### config.mk
export PLATFORM = sky130hd
export DESIGN_NAME = rgbfb_front_flat
export DESIGN_NICKNAME = d
export VERILOG_FILES = /design/src/hw/rtl/rgb_led_strip_frame_builder_assert.svh /design/src/hw/rtl/rgbfb_pkg.sv /design/src/hw/rtl/rgbfb_if.sv /design/src/hw/rtl/rgbfb_front.sv /design/src/flat_wrapper.sv
export SDC_FILE = /design/constraint.sdc
export NUM_CORES = 1
export LEC_CHECK = 0
export ABC_AREA = 1
export ABC_CLOCK_PERIOD_IN_PS = 7100
export BUFFER_PORTS_ARGS = -buffer_cell sky130_fd_sc_hd__buf_2
export CORE_MARGIN = 10
export CORE_UTILIZATION = 44
export CTS_CLUSTER_SIZE = 10
export DETAILED_ROUTE_END_ITERATION = 10
export PLACE_DENSITY = 0.84
export SLEW_MARGIN = 20
export SYNTH_ARGS = -nofsm -noshare
export SYNTH_HDL_FRONTEND = slang
export SYNTH_SLANG_ARGS = --single-unit
export TNS_END_PERCENT = 30
### constraint.sdc
create_clock -name clk -period 7.1 [get_ports clk]
set_clock_uncertainty 0.2 [all_clocks]
set_input_delay 1.42 -clock clk [delete_from_list [all_inputs] [get_ports clk]]
set_output_delay 1.42 -clock clk [all_outputs]
set_load 0.01 [all_outputs]
### src/hw/rtl/rgb_led_strip_frame_builder_assert.svh
// Assertion macros of the frame builder RTL, used by the back stage
`ifndef RGB_LED_STRIP_FRAME_BUILDER_ASSERT_SVH
`define RGB_LED_STRIP_FRAME_BUILDER_ASSERT_SVH

// a holds at an edge, so b must hold at that edge
`define RGBFB_ASSERT_IMPL(label, clk, rst_n, a, b) \
    label: assert property (@(posedge clk) disable iff (!rst_n) (a) |-> (b)) \
        else $error("rgbfb: same-cycle implication violated");

// a holds at an edge, so b must hold at the next edge
`define RGBFB_ASSERT_NEXT(label, clk, rst_n, a, b) \
    label: assert property (@(posedge clk) disable iff (!rst_n) (a) |=> (b)) \
        else $error("rgbfb: next-cycle implication violated");

`endif

### src/hw/rtl/rgbfb_pkg.sv
// Shared types and constants of the LED strip frame builder
`timescale 1ns / 1ps

package rgbfb_pkg;

    localparam int DEFAULT_MAX_LEDS = 256;
    localparam int QUEUE_DEPTH      = 2;

    localparam int KIND_W   = 2;
    localparam int INDEX_W  = 8;
    localparam int COLOUR_W = 24;
    localparam int BYTE_W   = 8;
    localparam int BRIGHT_W = 8;
    localparam int COUNT_W  = 9;

    localparam int CFG_IDX_W  = 1;
    localparam int CFG_DATA_W = 9;

    localparam logic [CFG_IDX_W-1:0] CFG_BRIGHTNESS = 1'b0;
    localparam logic [CFG_IDX_W-1:0] CFG_LED_COUNT  = 1'b1;

    localparam logic [KIND_W-1:0] KIND_WRITE = 2'd0;
    localparam logic [KIND_W-1:0] KIND_CLEAR = 2'd1;
    localparam logic [KIND_W-1:0] KIND_BYTE  = 2'd2;

    localparam logic [BRIGHT_W-1:0] BRIGHTNESS_RESET = 8'd31;
    localparam logic [BRIGHT_W-1:0] LEVEL_MAX        = 8'd31;
    localparam logic [BYTE_W-1:0]   LEVEL_MARK       = 8'hE0;
    localparam logic [BYTE_W-1:0]   LEVEL_FULL       = 8'hFF;
    localparam logic [4:0]          LEVEL_MASK       = 5'h1F;

    localparam int START_BYTES  = 4;
    localparam int END_ROUND    = 15;
    localparam int END_SHIFT    = 4;

    typedef enum logic [1:0] {
        OP_WRITE,
        OP_CLEAR,
        OP_BYTE,
        OP_NONE
    } op_t;

    typedef struct packed {
        op_t                 op;
        logic                in_range;
        logic [INDEX_W-1:0]  pixel_index;
        logic [COLOUR_W-1:0] colour;
    } cmd_t;

endpackage

### src/hw/rtl/rgbfb_if.sv
// Request and response channel interfaces of the frame builder
`timescale 1ns / 1ps

interface rgbfb_req_if;
    import rgbfb_pkg::*;

    logic                valid;
    logic                ready;
    logic [KIND_W-1:0]   kind;
    logic [INDEX_W-1:0]  pixel_index;
    logic [COLOUR_W-1:0] colour;

    modport source (output valid, output kind, output pixel_index, output colour,
                    input ready);
    modport sink   (input valid, input kind, input pixel_index, input colour,
                    output ready);
endinterface


### src/hw/rtl/rgbfb_front.sv
// Front stage: accept requests, decode the kind and check the pixel index
`timescale 1ns / 1ps

module rgbfb_front #(
    parameter int MAX_LEDS = rgbfb_pkg::DEFAULT_MAX_LEDS
) (
    input  logic                                  clk,
    input  logic                                  rst_n,
    rgbfb_req_if.sink                             req,
    input  logic [$clog2(MAX_LEDS+1)-1:0]         used_count,
    output logic                                  push,
    output rgbfb_pkg::cmd_t                       push_data,
    input  logic                                  push_ready
);
    import rgbfb_pkg::*;

    logic stage_valid_reg;
    cmd_t stage_reg;
    cmd_t cmd_next;
    logic accept;

    always_comb
    begin
        cmd_next.pixel_index = req.pixel_index;
        cmd_next.colour      = req.colour;
        cmd_next.in_range    = 32'(req.pixel_index) < 32'(used_count);
        case (req.kind)
            KIND_WRITE: cmd_next.op = OP_WRITE;
            KIND_CLEAR: cmd_next.op = OP_CLEAR;
            KIND_BYTE:  cmd_next.op = OP_BYTE;
            default:    cmd_next.op = OP_NONE;
        endcase
    end

    assign req.ready = !stage_valid_reg || push_ready;
    assign accept    = req.valid && req.ready;
    assign push      = stage_valid_reg;
    assign push_data = stage_reg;

    always_ff @(posedge clk or negedge rst_n)
    begin
        if (!rst_n)
        begin
            stage_valid_reg <= 1'b0;
        end
        else if (accept)
        begin
            stage_valid_reg <= 1'b1;
        end
        else if (push_ready)
        begin
            stage_valid_reg <= 1'b0;
        end
    end

    always_ff @(posedge clk)
    begin
        if (accept)
        begin
            stage_reg <= cmd_next;
        end
    end

endmodule

### src/flat_wrapper.sv
// flat-port wrapper written by rule: the top's interface ports become plain ports
module rgbfb_front_flat import rgbfb_pkg::*;
#(
    parameter int MAX_LEDS = rgbfb_pkg::DEFAULT_MAX_LEDS
)
  (clk, rst_n, used_count, push, push_data, push_ready, req_valid, req_kind, req_pixel_index, req_colour, req_ready);
  rgbfb_req_if req_i ();
  input  logic clk;
  input  logic rst_n;
  input  logic [$clog2(MAX_LEDS+1)-1:0] used_count;
  output logic push;
  output rgbfb_pkg::cmd_t push_data;
  input  logic push_ready;
  input wire logic [$bits(req_i.valid)-1:0] req_valid;
  input wire logic [$bits(req_i.kind)-1:0] req_kind;
  input wire logic [$bits(req_i.pixel_index)-1:0] req_pixel_index;
  input wire logic [$bits(req_i.colour)-1:0] req_colour;
  output wire logic [$bits(req_i.ready)-1:0] req_ready;
  assign req_i.valid = req_valid;
  assign req_i.kind = req_kind;
  assign req_i.pixel_index = req_pixel_index;
  assign req_i.colour = req_colour;
  assign req_ready = req_i.ready;
  rgbfb_front #(.MAX_LEDS(MAX_LEDS)) u_core (.clk(clk), .rst_n(rst_n), .req(req_i), .used_count(used_count), .push(push), .push_data(push_data), .push_ready(push_ready));
endmodule
==> Word-level counts from Yosys, hierarchy flattened <==
Cells that the tools add are included.
{ "word_totals": {"ff_bits": 36, "inputBits": 47, "out_inout_bits": 37, "word_cells": 16} }
{ "classes": {"n_lt_le_gt_ge": 1, "eq_ne": 2, "muxes": 3, "n_reduce_logical": 5} }
{ "op_table": {"columns": ["cell", "count"], "rows": [
  ["8-bit by 9-bit < comparator with 1-bit output", 1],
  ["2-bit one-hot mux with 3 select lines", 1],
  ["2-bit by 1-bit equality test with 1-bit output (second input constant)", 1],
  ["2-bit equality test (second input constant)", 1],
  ["2-bit logical NOT", 1],
  ["1-bit two-way mux", 2],
  ["2-bit nonzero test", 1],
  ["1-bit logical AND", 1],
  ["1-bit logical NOT", 1],
  ["1-bit logical OR", 1]
]} }

==> Logic depth before layout (Yosys ltp) <==
{ "logic_depth": {"depth_word": 4, "depth_mapped": 7, "mapped_depth_nobuf": 7} }

==> Worst setup path after synthesis <==
OpenSTA, ideal clock, no wires.
{ "synth_timing": {"kind": "in2reg", "start": "input port req_valid", "end": "register u_core.stage_reg (netlist bit u_core.push_data[0]) (enable)", "setup_ns": 0.439, "arrival_ns": 3.184, "required_time_ns": 6.461, "path_slack_ns": 3.277, "cell_stages": 2, "path_buffers": 0, "path_cell_list": "inv_1 -> a21oi_1"} }
{ "synth_between": {"elab_chain_cells": 1} }
{ "synth_lines": {"columns": ["element", "line_no", "rtl"], "rows": [
  ["start: declaration", "flat_wrapper.sv:14", "input wire logic [$bits(req_i.valid)-1:0] req_valid;"],
  ["1-bit logical AND", "rgbfb_front.sv:36", "assign accept = req.valid && req.ready;"],
  ["via u_core.accept", "rgbfb_front.sv:20", "logic accept;"],
  ["end signal: assignment", "rgbfb_front.sv:60", "stage_reg <= cmd_next;"],
  ["end: declaration", "rgbfb_front.sv:18", "cmd_t stage_reg;"]
]} }
The timed path passes the listed nets, and every way through them passes these cells.
A chain may end at the register's enable or synchronous reset.

==> Worst setup path in the final report <==
{ "layout_timing": {"start": "input port push_ready", "end": "output port req_ready"} }
{ "layout_between": {"elab_chain_cells": 1} }
{ "layout_lines": {"columns": ["element", "line_no", "rtl"], "rows": [
  ["start: declaration", "flat_wrapper.sv:13", "input logic push_ready;"],
  ["1-bit logical OR", "rgbfb_front.sv:35", "assign req.ready = !stage_valid_reg || push_ready;"],
  ["end: declaration", "flat_wrapper.sv:18", "output wire logic [$bits(req_i.ready)-1:0] req_ready;"]
]} }
No other way between the ends.

==> flow_summary.json <==
{
  "hold_buffers": 0,
  "slew_viol_final": 0,
  "htree_levels": 2,
  "synth_area_um2": 1330,
  "use_met2": 0.190,
  "start_util": 0.471,
  "finalWirelength_mm": 3.17,
  "powerDensity_nw_per_um2": 231,
  "grtUsageMet1": 0.114,
  "p_leak_nw": 0.907,
  "muxShareOfSynthArea": 0,
  "syn2layout_area_growth_pct": 42.4,
  "track_usage": 0.116,
  "crit_family": "buffers and inverters",
  "min_period_over_period": 0.486,
  "switching_share": 0.216,
  "crit_top_cell": "buf_2",
  "maxCapViolations": 0,
  "fmax_mhz": 290,
  "cp_data_arrival_time_ps": 1830,
  "sequentialPowerShare": 0.570,
  "critPathMaxFanout": 2,
  "p_int_mw": 0.344,
  "multi_input_area_um2": 204,
  "finalHoldViolations": 0,
  "die_h_um": 75.0,
  "n_antenna_cell": 0,
  "whs_ps": 395,
  "min_path_type": "register to register",
  "overflow": 0,
  "critPathBufInv": 3,
  "drt_iter0_drc": 30,
  "grt_busiest_layer": "met2",
  "yosys.area_share.simple": 0.0592,
  "synth_edf_count": 35,
  "gp_congestion": 0.734,
  "cts.sinks": 36,
  "syn_inst": 84,
  "fin_tns_setup_ps": 0,
  "synth_most_common_cell": "edfxtp_1",
  "clock_latency_ps": 330,
  "rsz0062_at_grt": "no",
  "yosysWarnings": 0,
  "cpPeakStageDelay_ps": 140,
  "ios": 84,
  "drive_gt1_frac": 0.540,
  "drc": 0,
  "tightest_slew_ps": 418,
  "synth_ff_type": "edfxtp_1",
  "vias": 951,
  "fin_util": 0.671,
  "end_kind": "output port",
  "yosys.area.top_type_share": 0.789,
  "wl_per_cell_um": 15.5,
  "critPathSlowestCell": "buf_2",
  "async_flop_share": 0.0278,
  "synth_common_cells": "35 x edfxtp_1, 15 x inv_1, 14 x nand2_1",
  "place_inst": 196,
  "required_ps": 5480,
  "antenna_found_initial": 0,
  "synth-compound-area-share": 0.0197,
  "drt.antenna.violating_nets": 0,
  "p_comb_frac": 0.115,
  "seq_area_frac_synth": 0.808,
  "postCtsSetupRepairBufs": 0,
  "seqCellArea_um2": 1080,
  "via_per_inst": 4.64,
  "r2r_slack_ps": 5550,
  "cts_tree": "built",
  "synthXorXnorAreaFrac": 0,
  "outcome": "finished, final reports clean",
  "fin_nets": 227,
  "num-fill-cells": 218,
  "start_kind": "input pin",
  "dr.pass1.iters": 3,
  "path_cells": "buf_2 > inv_1 > nand2_1 > buf_2",
  "rows": 19,
  "ys_seq_elements": 36,
  "cts_max_path_buffers": 2,
  "setup_viol": 0,
  "crit_type": "input pin to output port",
  "cts_resized": 0,
  "layout.cells.non_filler": 205,
  "slew_headroom": 0.721,
  "synth_top_family_by_area": "adder cells",
  "yosysTopAreaCell": "edfxtp_1",
  "clkPwrFrac": 0.315,
  "grt_max_degree": 36,
  "avgSynthCellArea_um2": 15.9,
  "port_buffers": 83,
  "cts_buffers": 5,
  "met3_usage": 0.0736,
  "finalCriticalPeriod_ps": 3450,
  "syn-num-nets": 138,
  "grt_pass1_wl_mm": 4.71,
  "netlist-cell-type-count": 11,
  "fp.dieW_um": 75.0,
  "core_area_um2": 2830,
  "ys_top_cells_by_area": "edfxtp_1 79%, ha_1 6.6%, inv_1 4.2%, nand2_1 3.9%, dfrtp_1 1.9%",
  "worst_ir_drop_vdd_mv": 0.156,
  "clkTransAtPathRegs_ps": 100,
  "synthAdderAreaFrac": 0.0657,
  "p_switching_mw": 0.0948,
  "dpl.hpwl_mm": 2.71,
  "cts-root-buf": "clkbuf_4",
  "dieArea_um2": 5630,
  "grt_pass1_vias": 961
}
[layout make-up]
| type | instances | area share |
|---|---|---|
| clock buffer | 5 | 0.0198 |
| sequential | 36 | 0.567 |
| tap | 31 | 0.0204 |
| inverter | 15 | 0.0297 |
| timing repair buffer | 84 | 0.233 |
| clock inverter | 3 | 0.0224 |
| multi-input combinational | 31 | 0.107 |
[stage by stage]
stage                     setup slack, ps  power (mW)  instance area [µm²]
after global routing                 3610       0.462                 1900
after CTS                            3650       0.444                 1870
after global placement               3670       0.301                 1790
after floorplan                      3280       0.276                 1330
after detailed placement             3650       0.304                 1790
final                                3650       0.439                 1900
[worst register-to-register path: stages, from the launching register on]
cell and delay, ps:
dfrtp_1 430, a21oi_4 400, buf_16 230
[power groups by stage]
stage / logic [mW] / clock network, mW / registers [mW]
2_1_floorplan: 0.0140 / 0 / 0.262
3_3_place_gp: 0.0469 / 0 / 0.255
3_5_place_dp: 0.0493 / 0 / 0.255
4_1_cts: 0.0494 / 0.144 / 0.250
6_report: 0.0505 / 0.138 / 0.250
5_1_grt: 0.0568 / 0.154 / 0.251
[path summary, 6_finish.rpt]
| check | start | end | cells past startpoint |
|---|---|---|---|
| max in group asynchronous | rst_n | u_core.push$_DFFE_PN0P_ | 1 |
| min in group asynchronous | rst_n | u_core.push$_DFFE_PN0P_ | 1 |
| min reg2reg | u_core.push$_DFFE_PN0P_ | u_core.push$_DFFE_PN0P_ | 2 |
| min | u_core.push$_DFFE_PN0P_ | u_core.push$_DFFE_PN0P_ | 2 |
| max reg2reg | u_core.push$_DFFE_PN0P_ | u_core.push_data[0]$_DFFE_PP_ | 2 |
| max | push_ready | req_ready | 4 |
[cell families after synthesis]
kind of cell | Yosys count
buffers and inverters | 17
flip-flops | 36
AND/OR/NAND/NOR | 20
adder cells (fa/ha/maj) | 7
AO/OA/AOI/OAI | 4
[routing by layer]
metal	wire length, µm	vias up
met3	524	6
met1	1120	421
met2	1500	63
li1	-	461
met5	0	-
met4	38	0
[placed cells by master (no fill, tap or decap)]
cell type   synthesis  routed
a21boi_2            1       1
a21oi_1             3       2
a21oi_4             0       1
buf_16              0       1
buf_2               0      83
bufinv_16           0       1
clkbuf_4            0       5
clkinv_2            0       1
clkinvlp_4          0       1
dfrtp_1             1       1
edfxtp_1           35      35
ha_1                7       7
inv_1              15      15
nand2_1            14      14
nand3_1             1       1
nand4_1             1       1
nor2_1              4       4
[sequential cells by signal, indices dropped and copies added (netlist names)]
| name | count |
|---|---|
| u_core.push_data | 35 |
| u_core.push | 1 |
Power figures use the tool's default switching activity.
