**config.mk**
```make
export PLATFORM = sky130hd
export DESIGN_NAME = rgbfb_queue
export DESIGN_NICKNAME = d
export VERILOG_FILES = /design/src/hw/rtl/rgb_led_strip_frame_builder_assert.svh /design/src/hw/rtl/rgbfb_pkg.sv /design/src/hw/rtl/rgbfb_queue.sv
export SDC_FILE = /design/constraint.sdc
export NUM_CORES = 1
export LEC_CHECK = 0
export BUFFER_PORTS_ARGS = -buffer_cell sky130_fd_sc_hd__buf_2
export CORE_UTILIZATION = 45
export CTS_BUF_LIST = sky130_fd_sc_hd__clkbuf_16
export CTS_CLUSTER_DIAMETER = 120
export CTS_CLUSTER_SIZE = 14
export DETAILED_ROUTE_END_ITERATION = 10
export PLACE_DENSITY_LB_ADDON = 0.25
export SLEW_MARGIN = 25
export SYNTH_ARGS = -nofsm -noshare
export SYNTH_HDL_FRONTEND = slang
export SYNTH_SLANG_ARGS = --single-unit
```
**constraint.sdc**
```tcl
create_clock -name clk -period 5.8 [get_ports clk]
set_input_delay 0.58 -clock clk [delete_from_list [all_inputs] [get_ports clk]]
set_output_delay 0.58 -clock clk [all_outputs]
set_load 0.01 [all_outputs]
```
**src/hw/rtl/rgb_led_strip_frame_builder_assert.svh**
```systemverilog
// Assertion macros of the frame builder RTL, used by the back stage
`ifndef RGB_LED_STRIP_FRAME_BUILDER_ASSERT_SVH
`define RGB_LED_STRIP_FRAME_BUILDER_ASSERT_SVH

// a holds at an edge, so b must hold at that edge
`define RGBFB_ASSERT_IMPL(label, clk, rst_n, a, b) \
    label: assert property (@(posedge clk) disable iff (!rst_n) (a) |-> (b)) \
        else $error("rgbfb: same-cycle implication violated");

// a holds at an edge, so b must hold at the next edge
`define RGBFB_ASSERT_NEXT(label, clk, rst_n, a, b) \
    label: assert property (@(posedge clk) disable iff (!rst_n) (a) |=> (b)) \
        else $error("rgbfb: next-cycle implication violated");

`endif

```
**src/hw/rtl/rgbfb_pkg.sv**
```systemverilog
// Shared types and constants of the LED strip frame builder
`timescale 1ns / 1ps

package rgbfb_pkg;

    localparam int DEFAULT_MAX_LEDS = 256;
    localparam int QUEUE_DEPTH      = 2;

    localparam int KIND_W   = 2;
    localparam int INDEX_W  = 8;
    localparam int COLOUR_W = 24;
    localparam int BYTE_W   = 8;
    localparam int BRIGHT_W = 8;
    localparam int COUNT_W  = 9;

    localparam int CFG_IDX_W  = 1;
    localparam int CFG_DATA_W = 9;

    localparam logic [CFG_IDX_W-1:0] CFG_BRIGHTNESS = 1'b0;
    localparam logic [CFG_IDX_W-1:0] CFG_LED_COUNT  = 1'b1;

    localparam logic [KIND_W-1:0] KIND_WRITE = 2'd0;
    localparam logic [KIND_W-1:0] KIND_CLEAR = 2'd1;
    localparam logic [KIND_W-1:0] KIND_BYTE  = 2'd2;

    localparam logic [BRIGHT_W-1:0] BRIGHTNESS_RESET = 8'd31;
    localparam logic [BRIGHT_W-1:0] LEVEL_MAX        = 8'd31;
    localparam logic [BYTE_W-1:0]   LEVEL_MARK       = 8'hE0;
    localparam logic [BYTE_W-1:0]   LEVEL_FULL       = 8'hFF;
    localparam logic [4:0]          LEVEL_MASK       = 5'h1F;

    localparam int START_BYTES  = 4;
    localparam int END_ROUND    = 15;
    localparam int END_SHIFT    = 4;

    typedef enum logic [1:0] {
        OP_WRITE,
        OP_CLEAR,
        OP_BYTE,
        OP_NONE
    } op_t;

    typedef struct packed {
        op_t                 op;
        logic                in_range;
        logic [INDEX_W-1:0]  pixel_index;
        logic [COLOUR_W-1:0] colour;
    } cmd_t;

endpackage

```
**src/hw/rtl/rgbfb_queue.sv**
```systemverilog
// Short command queue between the front and back stages
`timescale 1ns / 1ps

module rgbfb_queue (
    input  logic            clk,
    input  logic            rst_n,
    input  logic            push,
    input  rgbfb_pkg::cmd_t push_data,
    output logic            push_ready,
    input  logic            pop,
    output rgbfb_pkg::cmd_t head,
    output logic            head_valid
);
    import rgbfb_pkg::*;

    localparam int PTR_W = (QUEUE_DEPTH > 1) ? $clog2(QUEUE_DEPTH) : 1;
    localparam int CNT_W = $clog2(QUEUE_DEPTH + 1);

    cmd_t             entries [QUEUE_DEPTH];
    logic [PTR_W-1:0] wr_ptr_reg;
    logic [PTR_W-1:0] rd_ptr_reg;
    logic [CNT_W-1:0] count_reg;
    logic             do_push;
    logic             do_pop;

    assign push_ready = count_reg != CNT_W'(QUEUE_DEPTH);
    assign head_valid = count_reg != '0;
    assign head       = entries[rd_ptr_reg];
    assign do_push    = push && push_ready;
    assign do_pop     = pop && head_valid;

    always_ff @(posedge clk or negedge rst_n)
    begin
        if (!rst_n)
        begin
            wr_ptr_reg <= '0;
            rd_ptr_reg <= '0;
            count_reg  <= '0;
        end
        else
        begin
            if (do_push)
            begin
                wr_ptr_reg <= (wr_ptr_reg == PTR_W'(QUEUE_DEPTH - 1)) ? '0 : wr_ptr_reg + 1'b1;
            end
            if (do_pop)
            begin
                rd_ptr_reg <= (rd_ptr_reg == PTR_W'(QUEUE_DEPTH - 1)) ? '0 : rd_ptr_reg + 1'b1;
            end
            case ({do_push, do_pop})
                2'b10:   count_reg <= count_reg + 1'b1;
                2'b01:   count_reg <= count_reg - 1'b1;
                default: count_reg <= count_reg;
            endcase
        end
    end

    always_ff @(posedge clk)
    begin
        if (do_push)
        begin
            entries[wr_ptr_reg] <= push_data;
        end
    end

endmodule

```
After elaboration in Yosys (flattened, before gate mapping)
Memories as Yosys holds them, arrays and structs flattened.
Cells that the tools add are included.
{"block": "word_totals", "mem_count": 1, "register_bits": 4, "ram_bits": 70, "inputBits": 39, "word_cells": 20}
{"name": "entries", "words": 2, "word_bits": 35, "rd": 1, "rd_ports_with_merged_regs": 0, "wr": 1, "line": "rgbfb_queue.sv:19", "rtl": "cmd_t entries [QUEUE_DEPTH];"}
{"block": "op_classes", "mux": 5, "n_reduce_logical": 4, "n_eq_ne": 3, "add_sub_neg": 4}
{"cell": "$mux 1", "count": 4}
{"cell": "$pmux 2 s2", "count": 1}
{"cell": "$reduce_bool 2->1", "count": 2}
{"cell": "$add 1x1->1 const B", "count": 2}
{"cell": "$add 2x1->2 const B", "count": 1}
{"cell": "$eq 2x1->1 const B", "count": 1}
{"cell": "$eq 2x2->1 const B", "count": 1}
{"cell": "$logic_and 1x1->1", "count": 2}
{"cell": "$ne 2x2->1 const B", "count": 1}
{"cell": "$sub 2x1->2 const B", "count": 1}

Depth between registers and ports, before layout
Gate-level depths: netlist of the first run.
{"block": "depth", "word_depth": 4, "mapped_depth": 6, "mapped_depth_nobuf": 6}

Worst setup path after synthesis of the first run
No wires, ideal clock.
{"block": "synth_timing", "path_type": "reg2reg", "start": "register count_reg[0]", "end": "memory entries[0][0] (netlist bit), enable pin", "path_buffers": 0, "required_ps": 5373, "period_less_slack_ps": 2612, "stages_incl_launch_ff": 4, "arrival_time_ps": 2185, "path_slack_ps": 3188, "setup_time_ps": 427, "cell_sequence": "dfrtp_1 -> nand2b_1 -> nand2_1 -> nor2_1"}
{"block": "synth_via", "elab_chain_len": 4}
{"item": "from (decl)", "line": "rgbfb_queue.sv:22", "rtl": "logic [CNT_W-1:0] count_reg;"}
{"item": "from (signal assigned)", "line": "rgbfb_queue.sv:51", "rtl": "2'b10: count_reg <= count_reg + 1'b1;"}
{"item": "from (signal assigned)", "line": "rgbfb_queue.sv:52", "rtl": "2'b01: count_reg <= count_reg - 1'b1;"}
{"item": "from (signal assigned)", "line": "rgbfb_queue.sv:53", "rtl": "default: count_reg <= count_reg;"}
{"item": "$ne 2x2->1", "line": "rgbfb_queue.sv:26", "rtl": "assign push_ready = count_reg != CNT_W'(QUEUE_DEPTH);"}
{"item": "net push_ready", "line": "rgbfb_queue.sv:9", "rtl": "output logic push_ready,"}
{"item": "$logic_and 1x1->1", "line": "rgbfb_queue.sv:29", "rtl": "assign do_push = push && push_ready;"}
{"item": "$mux 1", "line": "rgbfb_queue.sv:60", "rtl": "if (do_push)"}
{"item": "$mux 1 (implied by the code)", "line": "rgbfb_queue.sv:62", "rtl": "entries[wr_ptr_reg] <= push_data;"}
{"item": "to (decl)", "line": "rgbfb_queue.sv:19"}
The timed path passes the listed nets, and every way through them passes these cells.

==> impl_results.md, run 1 <==
- First-pass GRT wire length: around 7200 um
- Chip width: between 80 and 90 um
- Drt pass-1 iters: 4
- Max cap viols: 0
- # resized after CTS: 0
- Syn Area/Cell: roughly 22 um^2
- Setup WS post-layout: ~3.3 ns
- Htree depth: 3
- Setup CP Type: reg -> out
- Final setup fails: 0
- Comb power frac: 0.284
- Register area: roughly 0.0022 mm^2
- Largest net degree at the start of global routing: 36
- Final period utilization: 0.438
- Crit path required time: 5.22 ns
- Cells after Synth: about 130
- Die area: ~0.0064 mm^2
- F_max: 394 MHz
- Flop pwr share: 0.452
- Die H: ~80 um
- # IOs: 76
- Worst VDD drop: between 0.0003 and 0.0004 V
- Final setup TNS: 0 ns
- Total GRT Usage: 0.160
- WL final: between 4000 and 5000 um
- # DRC: 0
- Std-Cell Core Area: approximately 0.0059 mm^2
- P_leak: about 0.0013 uW
- Sequential fraction of the synthesis area: 0.804
- Area delta synth->final: 26.1%
- Post-CTS Setup Inserts: 0
- Routed Antenna Nets: 0
- Later-pin clock latency in the skew report: approximately 0.32 ns
- Detailed Place HPWL: 3000 um
- Drt via density: slightly below 5
- Count of pins over their slew limit: 0
- Via count: 1,421
- Synth cell types: 14
- Clock skew: between 0.004 and 0.005 ns
- Fill count: around 460
- Yosys reg bits: 74
- Mapped cell area: ~0.0027 mm^2
- Fraction of layout cells with a size suffix above 1: 0.593
- Worst min path class: in -> async
- Buffer depth of the longest clock path: 2
- Max_slew headroom: 0.451
- Final nets: 250
- CTS tree: done
- Final worst path period need: 2.54 ns
- Synth top area cells: edfxtp_1, mux2_2, dfrtp_1
- Clock Power Share: 0.264
- Slew at the pin with the worst max-slew slack: 0.824 ns
- Vias in the first global route: 1,530
- DR iter-0 viols: 48
- CP Capture Type: output port
- RePlAce Congestion: between 0.7 and 0.8
- Internal power: 1260 uW
- Pwr Density: a little over 500 mW/mm^2
- RSZ-0062 raised after global routing: false
- Row count: 28
- Syn_nets: between 150 and 200
- Post-place setup slack: around 3.6 ns
- CTS Hold Buffers Added: 0
- Initial Util: 0.466
- Status: finished clean
- Root Driver: clkbuf_16
- IO buf count: 75
- Synth top area share: 0.767
- CP Launch Type: register
- Synth area leader: edfxtp_1
- Switching component of the power: slightly below 500 uW
- Switching Share: 0.280
- Antenna violations before repair: 0
- Warnings from Yosys: 0
- Footprint of the multi-input gates: around 500 um^2
- CTS buffer count: 9
- Grt total ovfl: 0
- Arr. time, crit path: between 1.5 and 2 ns
- Max reg flops: 70
- Sink Count: 74
- Fin. Hold Viols: 0
- Clk slew on worst S/H paths: 0.05 ns
- CP max FO: 23
- WL/cell: roughly 16 um
- Ant. Diodes: 0
==> placed cells by master (no fill, tap or decap), drive strengths merged <==
cell / count
clkinvlp: 1
dfrtp: 4
inv: 3
buf: 77
nand2: 1
xor2: 2
and2: 1
edfxtp: 70
xnor2: 3
or2: 1
nor2: 2
mux2: 35
clkbuf: 9
nand2b: 1
clkinv: 2
ha: 1
and3: 1
==> final timing paths <==
kind / startpoint / to / slack, ns / cells after the start
max in group asynchronous: rst_n / count_reg[1] / 5.62 / 1
hold reg to reg: count_reg[1] / count_reg[1] / 0.50 / 1
setup reg to reg: count_reg[0] / entries[1][28] / 4.08 / 2
setup / recovery: rd_ptr_reg / head[0] / 3.26 / 3
hold / removal: rst_n / count_reg[0] / 0.06 / 1
min in group clk: push_data[13] / entries[1][13] / 0.45 / 1
==> worst max-delay path, stage by stage (launching register included) <==
cell and delay, ns:
dfrtp_1 0.70, buf_4 0.40, mux2_2 0.39, buf_2 0.14
==> cells in the mapped netlist <==
cell type,count
edfxtp_1,70
dfrtp_1,4
mux2_2,34
and2_4,1
nand2b_1,1
nand2_1,1
buf_6,4
and3_1,1
xor2_1,2
nor2_1,2
ha_1,1
xnor2_1,3
or2_1,1
mux2_4,1
==> layout make-up <==
type,count,share of cell area
clock inverter,6,0.00833
tap,75,0.0272
clock buffer,9,0.0652
timing repair buffer,77,0.117
multi-input combinational,48,0.145
sequential,74,0.637
==> layer usage <==
layer / share of wire / global-route usage / up-vias
met5: 0 / 0 / -
met1: 0.38 / 0.173 / 692
met4: 0.024 / 0.0982 / 0
li1: - / - / 665
met2: 0.54 / 0.278 / 54
met3: 0.059 / 0.0423 / 10
==> power by group through the flow <==
| stage | clock network (uW) | logic, uW | registers [uW] |
|---|---|---|---|
| floorplan | 0 | 361 | 771 |
| global placement | 0 | 480 | 792 |
| detailed placement | 0 | 492 | 802 |
| CTS | 472 | 497 | 793 |
| global route | 498 | 541 | 804 |
| finish | 461 | 496 | 789 |
==> metrics by stage <==
stage / hold WS (ns) / utilization / instances / cell area, um^2 / power, uW
2_1_floorplan: 0.284 / - / 126 / 2740 / 1130
3_3_place_gp: 0.391 / 0.540 / 273 / 3180 / 1270
3_5_place_dp: 0.393 / 0.540 / 273 / 3180 / 1290
4_1_cts: 0.0540 / 0.584 / 288 / 3430 / 1760
5_1_grt: 0.0489 / 0.587 / 289 / 3450 / 1840
6_report: 0.0584 / 0.587 / 289 / 3450 / 1750
==> cells by family after synthesis <==
| kind of cell | count (synthesis) | share of synthesized area |
|---|---|---|
| muxes | 35 | 0.145 |
| DFF | 74 | 0.804 |
| adders and majority gates | 1 | 0.00457 |
| buffers and inverters | 4 | 0.0164 |
| and+or+nand+nor | 7 | 0.0142 |
| xor gates and xnor gates | 5 | 0.0160 |
Note: power is estimated with default switching activity, not from simulation.
==> run 2: changes to the inputs <==
--- a/config.mk
+++ b/config.mk
@@ -5,6 +5,7 @@
 export SDC_FILE = /design/constraint.sdc
 export NUM_CORES = 1
 export LEC_CHECK = 0
+export ABC_AREA = 1
 export BUFFER_PORTS_ARGS = -buffer_cell sky130_fd_sc_hd__buf_2
 export CORE_UTILIZATION = 45
 export CTS_BUF_LIST = sky130_fd_sc_hd__clkbuf_16
==> constraint.sdc (replaced) <==
create_clock -name clk -period 2.5 [get_ports clk]
set_input_delay 0.25 -clock clk [delete_from_list [all_inputs] [get_ports clk]]
set_output_delay 0.25 -clock clk [all_outputs]
set_load 0.01 [all_outputs]
==> run 2 against run 1 <==
Net effect: non-clock buffer count is 2 higher; design area rose by 4.3%; synthesized cell count rose by 68%; die area grew 3.9%; clock-buffer cell count is the same; setup slack lost 2.7 ns; clock skew shrank 0.00092 ns; sequential cell count unchanged.
==> impl_results.md, run 2 <==
- Most common cell in the netlist: nand2_1 (was edfxtp_1)
- Final worst path period need: 1.97 ns
- CTS buffer count: 9 (unchanged)
- Max reg flops: 70 (unchanged)
- Synth Area in XOR/XNOR: 0.00307 (was 0.0160)
- Final setup fails: 0 (unchanged)
- Initial Util: 0.473 (was 0.466)
- Synth top area share: 0.737 (was 0.767)
- Syn Area/Cell: 13.5 um^2 (was 21.7 um^2)
- CP Capture Type: output port (unchanged)
- Register area: 0.00220 mm^2 (unchanged)
- Htree depth: 3 (unchanged)
- # IOs: 76 (unchanged)
- Detailed Place HPWL: 3100 um (was 3000 um)
- Worst min path class: in -> reg (was in -> async)
- Via count: 1,704 (was 1,421)
- Crit path required time: 2.25 ns (was 5.22 ns)
- # resized after CTS: 0 (unchanged)
- CTS Hold Buffers Added: 1 (was 0)
- R2R setup slack: 0.92 ns (was 4.08 ns)
- Slowest stage delay, CP: 0.81 ns (was 0.70 ns)
- Warnings from Yosys: 0 (unchanged)
- Synth top area cells: edfxtp_1, nand2_1, dfrtp_1 (was edfxtp_1, mux2_2, dfrtp_1)
- Arr. time, crit path: 1.72 ns (was 1.96 ns)
- Chip width: 81.6 um (was 80.0 um)
- WL/cell: 12.9 um (was 15.5 um)
- Grt total ovfl: 0 (unchanged)
- Sink Count: 74 (unchanged)
- RSZ-0062 raised after global routing: false (unchanged)
- CP max FO: 36 (was 23)
- Syn_nets: 252 (was 166)
- Std-Cell Core Area: 0.00603 mm^2 (was 0.00589 mm^2)
- GR peak layer: met2 (unchanged)
- Ant. Diodes: 0 (unchanged)
- RePlAce Congestion: 0.718 (was 0.707)
- Final Cell Area: 0.00360 mm^2 (was 0.00345 mm^2)
- Count of pins over their slew limit: 0 (unchanged)
- Final nets: 335 (was 250)
- Fin util: 0.598 (was 0.587)
- Max_slew headroom: 0.518 (was 0.451)
- Fin. Hold Viols: 0 (unchanged)
- Grt met1 use: 0.193 (was 0.173)
- # DRC: 0 (unchanged)
- Final period utilization: 0.788
- CP Launch Type: register (unchanged)
- Fill count: 472 (was 459)
- Pwr Density: 1230 mW/mm^2 (was 506 mW/mm^2)
- IO buf count: 75 (unchanged)
- F_max: between 500 and 600 MHz
- Met2 usage: 0.254 (was 0.278)
- Total power: 4420 uW (was 1750 uW)
- Buffer depth of the longest clock path: 2 (unchanged)
- Drt via density: 4.54 (was 4.92)
- Crit path buffers/inverters: 2 (unchanged)
- CTS tree: done (unchanged)
- Total GRT Usage: 0.158 (was 0.160)
- Largest family of logic cells by synthesized area: simple AND/OR/NAND/NOR gates (was multiplexers)
- Largest net degree at the start of global routing: 37 (was 36)
- Sequential fraction of the synthesis area: 0.772 (was 0.804)
- Die H: 81.6 um (was 80.0 um)
- Cells after Synth: 212 (was 126)
- Compound-cell area share of the yosys netlist: 0.00176 (was 0)
- Setup CP Type: reg -> out (unchanged)
- Most frequent cells in the layout: nand2_1, buf_2, edfxtp_1, nand2_2, clkbuf_16 (was buf_2, edfxtp_1, mux2_2, clkbuf_16, dfrtp_1)
- Critical-path cell list: inv_8, nand2_1, nand2_1, buf_2 (was buf_4, mux2_2, buf_2)
- Most common library cell in the layout ignoring fill and taps: nand2_1 (was buf_2)
- Clock skew: 0.00328 ns (was 0.00420 ns)
- Worst VDD drop: 0.000538 V (was 0.000369 V)
- Commonest cells in the netlist: nand2_1, edfxtp_1, nand2_2, inv_1 (was edfxtp_1, mux2_2, buf_6, dfrtp_1, xnor2_1)
- Yosys reg bits: 74 (unchanged)
- Area post-placement: 0.00330 mm^2 (was 0.00318 mm^2)
- Crit-path leading delay family: flip-flops (unchanged)
- Fraction of layout cells with a size suffix above 1: 0.367 (was 0.593)
- Synth Flop Type: edfxtp_1 (unchanged)
- Critical path's most frequent cell: nand2_1
- Area delta synth->final: 26.3% (was 26.1%)
- Max cap viols: 0 (unchanged)
- Clk slew on worst S/H paths: 0.06 ns (was 0.05 ns)
- First-pass GRT wire length: 7200 um (was 7160 um)
- Post-Synth Simple-Gate Area: 0.179 (was 0.0142)
- Synth area leader: edfxtp_1 (unchanged)
- Asr flop ratio synth: 0.0541 (unchanged)
- Footprint of the multi-input gates: 543 um^2 (was 502 um^2)
- Routed Antenna Nets: 0 (unchanged)
- Met3 global-route usage: 0.0422 (was 0.0423)
- Row count: 28 (unchanged)
- Slew at the pin with the worst max-slew slack: 0.723 ns (was 0.824 ns)
- Root Driver: clkbuf_16 (unchanged)
- Max stage delay cell, worst path: dfrtp_1 (unchanged)
- Post-synthesis mux area share: 0 (was 0.145)
- Non-filler cells, final: 375 (was 289)
- Vias in the first global route: 1,550 (was 1,530)
- Antenna violations before repair: 0 (unchanged)
- Post-synth EDFFs: 70 (unchanged)
- Final setup TNS: 0 ns (unchanged)
- DR iter-0 viols: 60 (was 48)
- Cells after DPL: 358 (was 273)
- Drt pass-1 iters: 6 (was 4)
- Post-Synth Adder-Cell Area: 0.00439 (was 0.00457)
- P_leak: 0.00158 uW (was 0.00132 uW)
- Post-CTS Setup Inserts: 0 (unchanged)
- Die area: 0.00666 mm^2 (was 0.00641 mm^2)
- WL final: 4850 um (was 4490 um)
- Status: finished clean (unchanged)
- Later-pin clock latency in the skew report: 0.32 ns (about the same)
- Synth cell types: 18 (was 14)
- Mapped cell area: 0.00285 mm^2 (was 0.00274 mm^2)
==> run 2: stage by stage <==
| stage | hold slack (ns) | worst slack (ns) |
|---|---|---|
| floorplan | -0.0456 | 0.588 |
| global placement | 0.0693 | 0.922 |
| detailed placement | 0.0650 | 0.904 |
| CTS | 0.100 | 0.547 |
| global route | 0.0968 | 0.443 |
| finish | 0.111 | 0.531 |
==> run 2: cell type report <==
type | count | area share
flip-flops and latches | 74 | 0.611
clock inverters | 7 | 0.0198
multi-input cells | 124 | 0.151
repair buffers | 79 | 0.120
inverters | 7 | 0.00938
well taps | 75 | 0.0261
clock buffers | 9 | 0.0625
==> run 2: cell families after synthesis <==
group,Yosys count
simple gates,121
fa+ha+maj,1
compound gates,1
buf+inv,14
flops,74
xor+xnor,1
==> run 2: routing by layer <==
metal / vias to the layer above / share of wire
li1: 875 / -
met1: 769 / 0.44
met4: 0 / 0.014
met2: 54 / 0.50
met5: - / 0
met3: 6 / 0.049
==> run 2: final timing paths <==
| kind | startpoint | endpoint | cells after the start |
|---|---|---|---|
| setup reg to reg | count_reg[0] | entries[1][15] | 5 |
| hold reg to reg | count_reg[0] | count_reg[0] | 1 |
| min in group asynchronous | rst_n | rd_ptr_reg | 2 |
| max in group asynchronous | rst_n | count_reg[1] | 2 |
| hold / removal | push_data[5] | entries[1][5] | 1 |
| setup / recovery | rd_ptr_reg | head[15] | 4 |
==> run 2: power by group <==
| group | switching [uW] | internal (uW) | total (uW) | leakage (uW) |
|---|---|---|---|---|
| registers | 138 | 1700 | 1830 | 0.000699 |
| clock network | 471 | 769 | 1240 | 0.000143 |
| logic | 852 | 489 | 1340 | 0.000734 |
==> run 3: changes to the inputs <==
--- a/config.mk
+++ b/config.mk
@@ -5,7 +5,7 @@
 export SDC_FILE = /design/constraint.sdc
 export NUM_CORES = 1
 export LEC_CHECK = 0
-export ABC_AREA = 1
+export ABC_AREA = 0
 export BUFFER_PORTS_ARGS = -buffer_cell sky130_fd_sc_hd__buf_2
 export CORE_UTILIZATION = 45
 export CTS_BUF_LIST = sky130_fd_sc_hd__clkbuf_16
==> constraint.sdc (replaced) <==
create_clock -name clk -period 1.8 [get_ports clk]
set_input_delay 0.18 -clock clk [delete_from_list [all_inputs] [get_ports clk]]
set_output_delay 0.18 -clock clk [all_outputs]
set_load 0.01 [all_outputs]
==> run 3 against run 2 <==
Net effect: routed wire length fell by 7.3%; via count fell by 16%; sequential cell count did not move; core utilization barely moved; global-route usage fell by 0.82 points; combinational power rose by 27%; clock power rose by 35%.
==> impl_results.md, run 3 (synthesis results as in run 1) <==
- Status: finished clean (unchanged)
- CP Launch Type: register (unchanged)
- Crit path required time: 1.62 ns (was 2.25 ns)
- Worst VDD drop: 0.000992 V (was 0.000538 V)
- Root Driver: clkbuf_16 (unchanged)
- Largest net degree at the start of global routing: 23 (was 37)
- Area post-placement: 0.00322 mm^2 (was 0.00330 mm^2)
- Clk slew on worst S/H paths: 0.06 ns (about the same)
- Htree depth: 3 (unchanged)
- Max_slew headroom: 0.805 (was 0.518)
- Most common library cell in the layout ignoring fill and taps: buf_2 (was nand2_1)
- Max stage delay cell, worst path: mux2_2 (was dfrtp_1)
- # DRC: 0 (unchanged)
- RePlAce Congestion: 0.730 (was 0.718)
- WL/cell: 15.3 um (was 12.9 um)
- Final Cell Area: 0.00352 mm^2 (was 0.00360 mm^2)
- Grt total ovfl: 0 (unchanged)
- Total power: 5850 uW (was 4420 uW)
- Setup CP Type: reg -> out (unchanged)
- IO buf count: 75 (unchanged)
- CTS buffer count: 9 (unchanged)
- Chip width: 80.0 um (was 81.6 um)
- Pwr Density: 1660 mW/mm^2 (was 1230 mW/mm^2)
- Final nets: 255 (was 335)
- Drt pass-1 iters: 4 (was 6)
- Critical-path cell list: buf_4, mux2_2, buf_2 (was inv_8, nand2_1, nand2_1, buf_2)
- Worst min path class: in -> reg (unchanged)
- Fill count: 451 (was 472)
- Footprint of the multi-input gates: 502 um^2 (was 543 um^2)
- # resized after CTS: 0 (unchanged)
- Crit path buffers/inverters: 2 (unchanged)
- CP Capture Type: output port (unchanged)
- Register area: 0.00220 mm^2 (unchanged)
- Most frequent cells in the layout: buf_2, edfxtp_1, mux2_2, clkbuf_16, buf_4 (was nand2_1, buf_2, edfxtp_1, nand2_2, clkbuf_16)
- Antenna violations before repair: 0 (unchanged)
- CTS tree: done (unchanged)
- Final setup fails: 0 (unchanged)
- Slowest stage delay, CP: 0.38 ns (was 0.81 ns)
- Crit-path leading delay family: buffers and inverters (was flip-flops)
- CP max FO: 22 (was 36)
- Later-pin clock latency in the skew report: 0.32 ns (about the same)
- Vias in the first global route: 1,489 (was 1,550)
- Area delta synth->final: 28.3% (was 26.3%)
- Count of pins over their slew limit: 0 (unchanged)
- Drt via density: 4.83 (was 4.54)
- Min Hold Slack: 0.0413 ns (was 0.111 ns)
- Fin util: 0.597 (was 0.598)
- RSZ-0062 raised after global routing: false (unchanged)
- Std-Cell Core Area: 0.00589 mm^2 (was 0.00603 mm^2)
- First-pass GRT wire length: 6700 um (was 7200 um)
- Initial Util: 0.466 (was 0.473)
- DR iter-0 viols: 34 (was 60)
- WL final: 4500 um (was 4850 um)
- P_leak: 0.00135 uW (was 0.00158 uW)
- Die H: 80.0 um (was 81.6 um)
- Fraction of layout cells with a size suffix above 1: 0.605 (was 0.367)
- # IOs: 76 (unchanged)
- Total GRT Usage: 0.150 (was 0.158)
- Final setup TNS: 0 ns (unchanged)
- Max reg flops: 70 (unchanged)
- Buffer depth of the longest clock path: 2 (unchanged)
- Via count: 1,425 (was 1,704)
- Routed Antenna Nets: 0 (unchanged)
- Detailed Place HPWL: 3080 um (was 3100 um)
- Max cap viols: 0 (unchanged)
- Fin. Hold Viols: 0 (unchanged)
- Die area: 0.00641 mm^2 (was 0.00666 mm^2)
- Slew at the pin with the worst max-slew slack: 0.292 ns (was 0.723 ns)
- Arr. time, crit path: 1.48 ns (was 1.72 ns)
- F_max: approximately 600 MHz
- Clock skew: 0.00301 ns (was 0.00328 ns)
- Row count: 28 (unchanged)
- Final worst path period need: ~1.7 ns
- Final period utilization: 0.925
- Sink Count: 74 (unchanged)
- Ant. Diodes: 0 (unchanged)
run 3: changes by cell type in the layout (fill, tap and decap cells not counted), moves of 2 or more:
cell      delta
buf_12       -2
buf_4        +5
clkinv_4     -2
inv_1        -4
mux2_2      +34
nand2_1    -101
nand2_2     -11
nand2_4      -2
nand3_1      -2
xnor2_1      +2
xor2_1       +2
run 3: worst paths after layout:
kind | startpoint | cells past startpoint | slack [ns] | endpoint
worst max-delay path | rd_ptr_reg | 3 | 0.14 | head[33]
worst min-delay path | push_data[13] | 1 | 0.04 | entries[1][13]
worst max register to register | count_reg[0] | 5 | 0.24 | count_reg[1]
worst min register to register | count_reg[1] | 1 | 0.51 | count_reg[1]
max in group asynchronous | rst_n | 2 | 1.48 | rd_ptr_reg
min in group asynchronous | rst_n | 2 | 0.20 | count_reg[0]
run 3: cell type report:
cell class / count / share of cell area
Sequential cell: 74 / 0.626
Clock inverter: 7 / 0.0178
Tap cell: 75 / 0.0267
Multi-Input combinational cell: 48 / 0.143
Timing Repair Buffer: 82 / 0.122
Clock buffer: 9 / 0.0641
run 3: routing by layer:
| layer | vias to the layer above | share of wire | GRT usage |
|---|---|---|---|
| li1 | 667 | - | - |
| met1 | 697 | 0.39 | 0.158 |
| met2 | 51 | 0.53 | 0.256 |
| met3 | 10 | 0.058 | 0.0526 |
| met4 | 0 | 0.024 | 0.0893 |
| met5 | - | 0 | 0 |
run 3: report_power, final:
group	internal, uW	switching (uW)
logic	811	885
clock network	1060	618
registers	2360	115
total	4230	1620
run 3: timing repair:
item,4_1_cts,5_1_grt
setup buffers,0,0
endpoints found under the hold margin,4,0
hold buffers,1,0
run 3: stage by stage:
stage,instances,setup slack (ns)
floorplan,126,0.133
global placement,278,0.359
detailed placement,278,0.240
CTS,295,0.104
global route,295,0.0701
finish,295,0.136
